<file path="src/hw/rtl/rv32i_subset_core_step_unit_defines.svh">
// Assertion macros for the rv32i subset core step unit.
// Bodies refer to clk and rst_n of the including module.
`ifndef RV32I_SUBSET_CORE_STEP_UNIT_DEFINES_SVH
`define RV32I_SUBSET_CORE_STEP_UNIT_DEFINES_SVH

// same-cycle implication
`define RVSS_ASSERT_NOW(lbl, ante, cons, msg) \
    lbl: assert property (@(posedge clk) disable iff (!rst_n) (ante) |-> (cons)) \
        else $error(msg);

// next-cycle implication
`define RVSS_ASSERT_NEXT(lbl, ante, cons, msg) \
    lbl: assert property (@(posedge clk) disable iff (!rst_n) (ante) |=> (cons)) \
        else $error(msg);

`endif

</file>
<file path="src/hw/rtl/rvss_pkg.sv">
// Shared types, sizes and encodings of the rv32i subset core step unit.
// No dependencies.
package rvss_pkg;

    localparam int unsigned INSTR_BYTES = 4096;
    localparam int unsigned DMEM_BYTES  = 4096;
    localparam int unsigned PC_W        = $clog2(INSTR_BYTES);
    localparam int unsigned DM_AW       = $clog2(DMEM_BYTES);
    localparam int unsigned NBANK       = 4;
    localparam int unsigned LANE_W      = $clog2(NBANK);
    localparam int unsigned DM_ROWS     = DMEM_BYTES / NBANK;
    localparam int unsigned ROW_W       = DM_AW - LANE_W;
    localparam int unsigned QDEPTH      = 2;
    localparam int unsigned QPTR_W      = $clog2(QDEPTH);

    localparam logic [PC_W-1:0] PC_LAST_OK = PC_W'(INSTR_BYTES - 4);

    localparam logic [6:0] OPC_OP     = 7'h33;
    localparam logic [6:0] OPC_OPIMM  = 7'h13;
    localparam logic [6:0] OPC_LOAD   = 7'h03;
    localparam logic [6:0] OPC_STORE  = 7'h23;
    localparam logic [6:0] OPC_BRANCH = 7'h63;
    localparam logic [6:0] OPC_JAL    = 7'h6f;
    localparam logic [6:0] OPC_LUI    = 7'h37;

    localparam logic [2:0] F3_ADD  = 3'd0;
    localparam logic [2:0] F3_XOR  = 3'd4;
    localparam logic [2:0] F3_OR   = 3'd6;
    localparam logic [2:0] F3_SR   = 3'd5;
    localparam logic [2:0] F3_BYTE = 3'd0;
    localparam logic [2:0] F3_WORD = 3'd2;
    localparam logic [2:0] F3_BEQ  = 3'd0;

    localparam logic [6:0] F7_ZERO = 7'h00;
    localparam logic [6:0] F7_SRA  = 7'h20;

    typedef enum logic [3:0] {
        K_ADD, K_XOR, K_ORI, K_SRAI, K_LB, K_LW, K_SB, K_SW,
        K_BEQ, K_JAL, K_LUI, K_BAD
    } kind_t;

    typedef enum logic [1:0] {
        ST_OK       = 2'd0,
        ST_SKIP     = 2'd1,
        ST_PC_RANGE = 2'd2
    } status_t;

    typedef struct packed {
        kind_t       kind;
        logic [4:0]  rd;
        logic [4:0]  rs1;
        logic [4:0]  rs2;
        logic [31:0] imm;
    } uop_t;

    typedef struct packed {
        logic pop;
        logic clearing;
    } back_ctl_t;

endpackage

</file>
<file path="src/hw/rtl/rvss_front.sv">
// Front end: decodes each instruction item and queues it for the back end.
// Depends on rvss_pkg.
module rvss_front (
    input  logic              clk,
    input  logic              rst_n,
    input  logic              in_valid,
    output logic              in_stall,
    input  logic [31:0]       instr_word,
    input  rvss_pkg::back_ctl_t ctl,
    output logic              q_valid,
    output rvss_pkg::uop_t    q_head
);
    import rvss_pkg::*;

    uop_t              dec;
    uop_t              q_mem_reg [QDEPTH];
    logic [QPTR_W-1:0] wr_ptr_reg, wr_ptr_next;
    logic [QPTR_W-1:0] rd_ptr_reg, rd_ptr_next;
    logic [QPTR_W:0]   count_reg, count_next;
    logic              push;

    always_comb
    begin
        logic [6:0] op;
        logic [2:0] f3;
        logic [6:0] f7;
        op = instr_word[6:0];
        f3 = instr_word[14:12];
        f7 = instr_word[31:25];
        dec.rd   = instr_word[11:7];
        dec.rs1  = instr_word[19:15];
        dec.rs2  = instr_word[24:20];
        dec.kind = K_BAD;
        dec.imm  = {{20{instr_word[31]}}, instr_word[31:20]};
        unique case (op)
            OPC_OP:
            begin
                if (f7 == F7_ZERO && f3 == F3_ADD)
                    dec.kind = K_ADD;
                else if (f7 == F7_ZERO && f3 == F3_XOR)
                    dec.kind = K_XOR;
            end
            OPC_OPIMM:
            begin
                if (f3 == F3_OR)
                    dec.kind = K_ORI;
                else if (f3 == F3_SR && f7 == F7_SRA)
                    dec.kind = K_SRAI;
            end
            OPC_LOAD:
            begin
                if (f3 == F3_BYTE)
                    dec.kind = K_LB;
                else if (f3 == F3_WORD)
                    dec.kind = K_LW;
            end
            OPC_STORE:
            begin
                dec.imm = {{20{instr_word[31]}}, instr_word[31:25], instr_word[11:7]};
                if (f3 == F3_BYTE)
                    dec.kind = K_SB;
                else if (f3 == F3_WORD)
                    dec.kind = K_SW;
            end
            OPC_BRANCH:
            begin
                dec.imm = {{19{instr_word[31]}}, instr_word[31], instr_word[7],
                           instr_word[30:25], instr_word[11:8], 1'b0};
                if (f3 == F3_BEQ)
                    dec.kind = K_BEQ;
            end
            OPC_JAL:
            begin
                dec.imm  = {{11{instr_word[31]}}, instr_word[31], instr_word[19:12],
                            instr_word[20], instr_word[30:21], 1'b0};
                dec.kind = K_JAL;
            end
            OPC_LUI:
            begin
                dec.imm  = {instr_word[31:12], 12'h000};
                dec.kind = K_LUI;
            end
            default:
                dec.kind = K_BAD;
        endcase
    end

    assign in_stall = (count_reg == (QPTR_W+1)'(QDEPTH)) || ctl.clearing;
    assign push     = in_valid && !in_stall;
    assign q_valid  = (count_reg != '0);
    assign q_head   = q_mem_reg[rd_ptr_reg];

    always_comb
    begin
        wr_ptr_next = push    ? wr_ptr_reg + 1'b1 : wr_ptr_reg;
        rd_ptr_next = ctl.pop ? rd_ptr_reg + 1'b1 : rd_ptr_reg;
        count_next  = count_reg + (QPTR_W+1)'(push) - (QPTR_W+1)'(ctl.pop);
    end

    always_ff @(posedge clk or negedge rst_n)
    begin
        if (!rst_n)
        begin
            wr_ptr_reg <= '0;
            rd_ptr_reg <= '0;
            count_reg  <= '0;
        end
        else
        begin
            wr_ptr_reg <= wr_ptr_next;
            rd_ptr_reg <= rd_ptr_next;
            count_reg  <= count_next;
        end
    end

    always_ff @(posedge clk)
    begin
        if (push)
            q_mem_reg[wr_ptr_reg] <= dec;
    end

endmodule

</file>
<file path="config.mk">
export PLATFORM = sky130hd
export DESIGN_NAME = rvss_front
export DESIGN_NICKNAME = d
export VERILOG_FILES = /design/src/hw/rtl/rv32i_subset_core_step_unit_defines.svh /design/src/hw/rtl/rvss_pkg.sv /design/src/hw/rtl/rvss_front.sv
export SDC_FILE = /design/constraint.sdc
export NUM_CORES = 1
export LEC_CHECK = 0
export ABC_AREA = 1
export BUFFER_PORTS_ARGS = -buffer_cell sky130_fd_sc_hd__clkbuf_2
export CAP_MARGIN = 0
export CORE_UTILIZATION = 30
export CTS_CLUSTER_DIAMETER = 80
export DETAILED_ROUTE_END_ITERATION = 7
export PLACE_DENSITY_LB_ADDON = 0.25
export RECOVER_POWER = 25
export SLEW_MARGIN = 40
export SYNTH_ARGS = -nofsm -noshare
export SYNTH_HDL_FRONTEND = slang
export SYNTH_SLANG_ARGS = --single-unit
</file>
<file path="constraint.sdc">
create_clock -name clk -period 9.6 [get_ports clk]
set_input_delay 1.92 -clock clk [delete_from_list [all_inputs] [get_ports clk]]
set_output_delay 1.92 -clock clk [all_outputs]
set_load 0.1 [all_outputs]
</file>
Word-level counts from Yosys, hierarchy flattened
Memories as Yosys holds them, arrays and structs flattened.
Index checks and enable logic that the tools add are counted.
{"block": "totals", "regBits": 4, "ramBits": 102, "out_inout_bits": 53, "n_memories": 1}
{"block": "op_classes", "add_sub_neg": 4, "eq_ne": 13, "mux": 13, "n_reduce_logical": 9}
{"name": "q_mem_reg", "words": 2, "width": 51, "read_ports": 1, "rd_ports_with_merged_regs": 0, "write_ports": 1, "line": "rvss_front.sv:16", "text": "uop_t q_mem_reg [QDEPTH];"}
{"op": "case mux 31 bit (4 select lines)", "n": 1}
{"op": "2-to-1 mux 4 bit", "n": 8}
{"op": "equality test 7 x 6 -> 1 bit (second input constant)", "n": 4}
{"op": "case mux 4 bit (7 select lines)", "n": 1}
{"op": "equality test 7 bit (second input constant)", "n": 2}
{"op": "equality test 3 bit (second input constant)", "n": 3}
{"op": "equality test 7 x 2 -> 1 bit (second input constant)", "n": 1}
{"op": "equality test 7 x 5 -> 1 bit (second input constant)", "n": 1}
{"op": "logical NOT 7 bit", "n": 1}
{"op": "logical AND 1 bit", "n": 4}
{"op": "equality test 3 x 2 -> 1 bit (second input constant)", "n": 1}
{"op": "logical NOT 3 bit", "n": 1}
{"op": "adder 1 bit (second input constant)", "n": 2}
{"op": "adder 2 x 1 -> 2 bit", "n": 1}
{"op": "equality test 2 bit (second input constant)", "n": 1}
{"op": "2-to-1 mux 1 bit", "n": 2}
{"op": "2-to-1 mux 2 bit", "n": 1}
{"op": "nonzero test 2 bit", "n": 1}
{"op": "subtractor 2 x 1 -> 2 bit", "n": 1}
{"op": "logical NOT 1 bit", "n": 1}
{"op": "logical OR 1 bit", "n": 1}

Depth between registers and ports, before layout
{"block": "logic_depth", "ltp_word": 6, "depth_mapped": 8}

Worst setup path before layout
Ideal clock, no wire load.
{"block": "synth_timing", "path_type": "input port to flip-flop", "startpoint": "input ctl[0] (netlist name)", "endpoint": "memory q_mem_reg[0][0] (netlist name), enable pin", "setup_ns": 0.460, "t_arrival_ns": 4.281, "required_time_ns": 9.140, "slack_ns": 4.859, "cell_stages": 3, "path_buffers": 0, "cell_sequence": "inv_1 > nand3_1 > nor2_1"}
{"block": "synth_via", "elab_chain_cells": 5}
{"item": "from (decl)", "line": "rvss_front.sv:9", "text": "input rvss_pkg::back_ctl_t ctl,"}
{"item": "logical OR 1 bit", "line": "rvss_front.sv:88", "text": "assign in_stall = (count_reg == (QPTR_W+1)'(QDEPTH)) || ctl.clearing;"}
{"item": "logical NOT 1 bit", "line": "rvss_front.sv:89", "text": "assign push = in_valid && !in_stall;"}
{"item": "logical AND 1 bit", "line": "rvss_front.sv:89"}
{"item": "2-to-1 mux 1 bit", "line": "rvss_front.sv:118", "text": "if (push)"}
{"item": "2-to-1 mux 1 bit (not written as such)", "line": "rvss_front.sv:119", "text": "q_mem_reg[wr_ptr_reg] <= dec;"}
{"item": "to (decl)", "line": "rvss_front.sv:16"}
Every way passes these cells.

Final worst setup path
{"block": "layout_timing", "startpoint": "input ctl[0] (netlist name)", "endpoint": "output in_stall"}
{"block": "layout_via", "elab_chain_cells": 1}
{"item": "logical OR 1 bit", "line": "rvss_front.sv:88"}
{"item": "to (decl)", "line": "rvss_front.sv:7", "text": "output logic in_stall,"}
Every way passes these cells.

==> key figures <==
Floorplanning
  – Core ar.: 14800 um^2
  – Die Ht: 126 um
  – Die Width: roughly 130 um
  – Die area: ~16000 um^2
  – Initial Util: 31.3%
  – Rows: 44
  – Io pins: 90

Detailed routing
  – Avg Vias per Cell: ~4.6
  – Iter 0 DRT Violations: 164
  – Vias: between 2000 and 3000
  – Drt pass-1 iters: 7
  – ANT nets after route: 0
  – DRC Markers: 0
  – Total wire length: 9880 um
  – Drt wl/cell: around 16 um

Place
  – Placer Congestion: 0.808
  – PortBufs: 89
  – Placed cells: 603
  – Dpl hpwl: 6640 um

Clock tree
  – CTS Buf Count: 9
  – Post-CTS sizing: 0
  – Latest clock arrival within the worst-skew pair: 0.35 ns
  – CTS tree: built
  – Clock tree buffer depth: 2
  – Clk slew on worst S/H paths: 0.07 ns
  – H-tree depth: 3
  – Clock root buffer: clkbuf_16
  – Hold buffers post-CTS: 0
  – Num Clock Sinks: 106
  – Post-CTS setup buffers: 0

Synth
  – Syn Area/Cell: around 14 um^2
  – Synth Instances: 335
  – Post-Synth Adder-Cell Area: 0.542%
  – Syn nets: 374
  – Post-Synthesis Cell Area: 4620 um^2
  – #FFs+latches synth: 106
  – Largest family of logic cells by synthesized area: multiplexers
  – Register area share after synthesis: 68.5%
  – Post-synthesis compound-gate area fraction: 2.63%
  – Yosys warns: 0
  – Simple-gate portion of the synthesized area: 11.6%
  – Netlist cell types: 29
  – Post-synthesis xor/xnor area fraction: 0.758%
  – Multiplexer share of the synthesized area: 12.4%

Setup path
  – Crit path capture: in_stall
  – Flop2flop setup slack: 7.34 ns
  – WP data arrival: 2.53 ns
  – FF-to-FF End: q_mem_reg[1][21]
  – Required @ worst endpoint: 7.68 ns
  – Startpoint Class: primary input
  – Worst Path Max Fanout: 2
  – Worst Setup End Kind: output port
  – FF-to-FF path depth: 4
  – Worst setup path start: ctl[0]
  – Critical path class: in -> out
  – Critical R2R Launch: count_reg[1]

Global routing
  – Global-route wire length before repair: 15600 um
  – Vias in the first global route: roughly 3000
  – Initial antenna violation count: 0
  – GRT Util Overall: 13.1%
  – Global route overflow: 0
  – Largest net degree at the start of global routing: 53

Final layout
  – Max reg flops: 102
  – Layout cell share with drive strength beyond 1: about 37%
  – Nets: 469
  – Layout area overhead: 18.9%
  – Layout Cells excl Fill: 619
  – Antenna cell count: 0

Timing
  – Fin crit share: roughly 46%
  – Worst Skew: 0.00989 ns
  – Minimum clock period: 4.45 ns
  – Setup TNS: 0 ns
  – Final-report max-slew violation count: 0
  – Setup violations, final: 0
  – Fmax: 0.225 GHz
  – Max-slew headroom: 49.9%
  – Slew @ Worst Pin: 0.752 ns
  – RSZ-0062 raised after global routing: false
  – Hold Violations, Final: 0

Pwr
  – Switching share of power: 50.6%
  – Psw: 0.000937 W
  – Internal power: 0.000916 W
  – Max VDD drop: 152 uV
  – Sequential Power Share: 32.0%
  – Combinational share of power: 50.1%
  – Clock share of power: 17.9%
  – Pwr Density: 337 nW/um^2
  – Leakage: ~2.1 nW

Min path
  – Hold WC Path Type: reg -> reg
  – Hold path start: count_reg[0]

Run
  – # Max-Cap Violations: 0

Run status
  – Status: finished, final reports clean
critical path, stage by stage:
cell	delay [ns]
clkbuf_2	0.08
inv_1	0.04
nand2_1	0.05
clkbuf_2	0.44
cell type report:
| type | count | area, um^2 |
|---|---|---|
| Fill cell | 1478 | 9260 |
| Tap cell | 184 | 230 |
| Clock inverter | 3 | 16.3 |
| Inverter | 31 | 116 |
| Clock buffer | 13 | 240 |
| Sequential cell | 106 | 3160 |
| Timing Repair Buffer | 92 | 443 |
| Multi-Input combinational cell | 190 | 1280 |
metal layers:
metal / GRT usage, % / vias to the layer above / wire (um)
li1: - / 1371 / -
met1: 17.0 / 1373 / 4710
met2: 21.0 / 65 / 4650
met3: 3.31 / 11 / 378
met4: 5.39 / 0 / 138
met5: 0 / - / 0
logic make-up (layout without fill, tap and decap cells):
family | Yosys count | after routing
buffers and inverters | 39 | 139
muxes | 51 | 51
and+or+nand+nor | 117 | 117
AOI/OAI and AO/OA | 16 | 16
adders and majority gates | 2 | 2
xor gates and xnor gates | 4 | 4
DFF | 106 | 106
through the flow:
stage / cell area (um^2) / worst slack (ns) / total power, W / hold WS, ns / util (%)
after floorplan: 4620 / 4.86 / 0.00141 / 0.492 / -
final: 5490 / 5.15 / 0.00185 / 0.544 / 37.2
after detailed placement: 5290 / 5.14 / 0.00155 / 0.540 / 35.8
after global routing: 5490 / 5.13 / 0.00192 / 0.588 / 37.2
after global placement: 5290 / 5.14 / 0.00154 / 0.503 / 35.8
after CTS: 5540 / 5.14 / 0.00188 / 0.556 / 37.6
synth_stat cells:
cell type  number  share of area, %
nand2_2         5              0.68
inv_2           6              0.49
o21ai_2        11               2.1
nand4_1         2              0.27
nor3_1          3              0.32
o21ai_0         3              0.32
nand3_1        13               1.4
dfrtp_1         4               2.2
or2_2           1              0.14
nor2_4          2              0.49
ha_1            2              0.54
edfxtp_1      102                66
a21oi_1         1              0.11
nor2_2          2              0.27
o21ai_1         1              0.11
nor3_2          1              0.22
buf_4           1              0.16
xor2_1          2              0.38
buf_2           6              0.65
nand2_4         1              0.24
buf_6           1              0.24
nand2_1        58               4.7
nand4_2         1              0.27
nor2_1         25               2.0
nand3_2         2              0.43
and2_1          1              0.14
mux2_2         51                12
xnor2_1         2              0.38
inv_1          25               2.0
power by group through the flow:
stage / clock network [W] / registers (W) / logic, W
after floorplan: 0 / 0.000601 / 0.000804
after global placement: 0 / 0.000600 / 0.000939
after global routing: 0.000360 / 0.000599 / 0.000965
after CTS: 0.000342 / 0.000594 / 0.000944
after detailed placement: 0 / 0.000604 / 0.000942
final: 0.000332 / 0.000593 / 0.000929
placed cells by master, fill, tap and decap left out, types with 2 or more instances in the layout:
master / Yosys / routed
nor2_1: 25 / 25
edfxtp_1: 102 / 102
buf_4: 1 / 3
dfrtp_1: 4 / 3
inv_1: 25 / 28
o21ai_2: 11 / 10
mux2_2: 51 / 51
clkbuf_1: 0 / 24
o21ai_0: 3 / 5
ha_1: 2 / 2
xnor2_1: 2 / 2
nand3_1: 13 / 14
nor2_4: 2 / 3
clkbuf_16: 0 / 9
clkbuf_2: 0 / 69
nor3_1: 3 / 3
xor2_1: 2 / 2
inv_2: 6 / 3
nand4_1: 2 / 2
nand2_1: 58 / 60
nand2_2: 5 / 3
worst min path at each step:
stage | slack (ns) | cells after the start | end
floorplan | 0.49 | 1 | count_reg[0]
detailed placement | 0.54 | 1 | count_reg[0]
finish | 0.54 | 1 | count_reg[0]
global placement | 0.50 | 1 | count_reg[0]
global route | 0.59 | 1 | count_reg[0]
CTS | 0.56 | 1 | count_reg[0]
(Power assumes the default switching activity.)
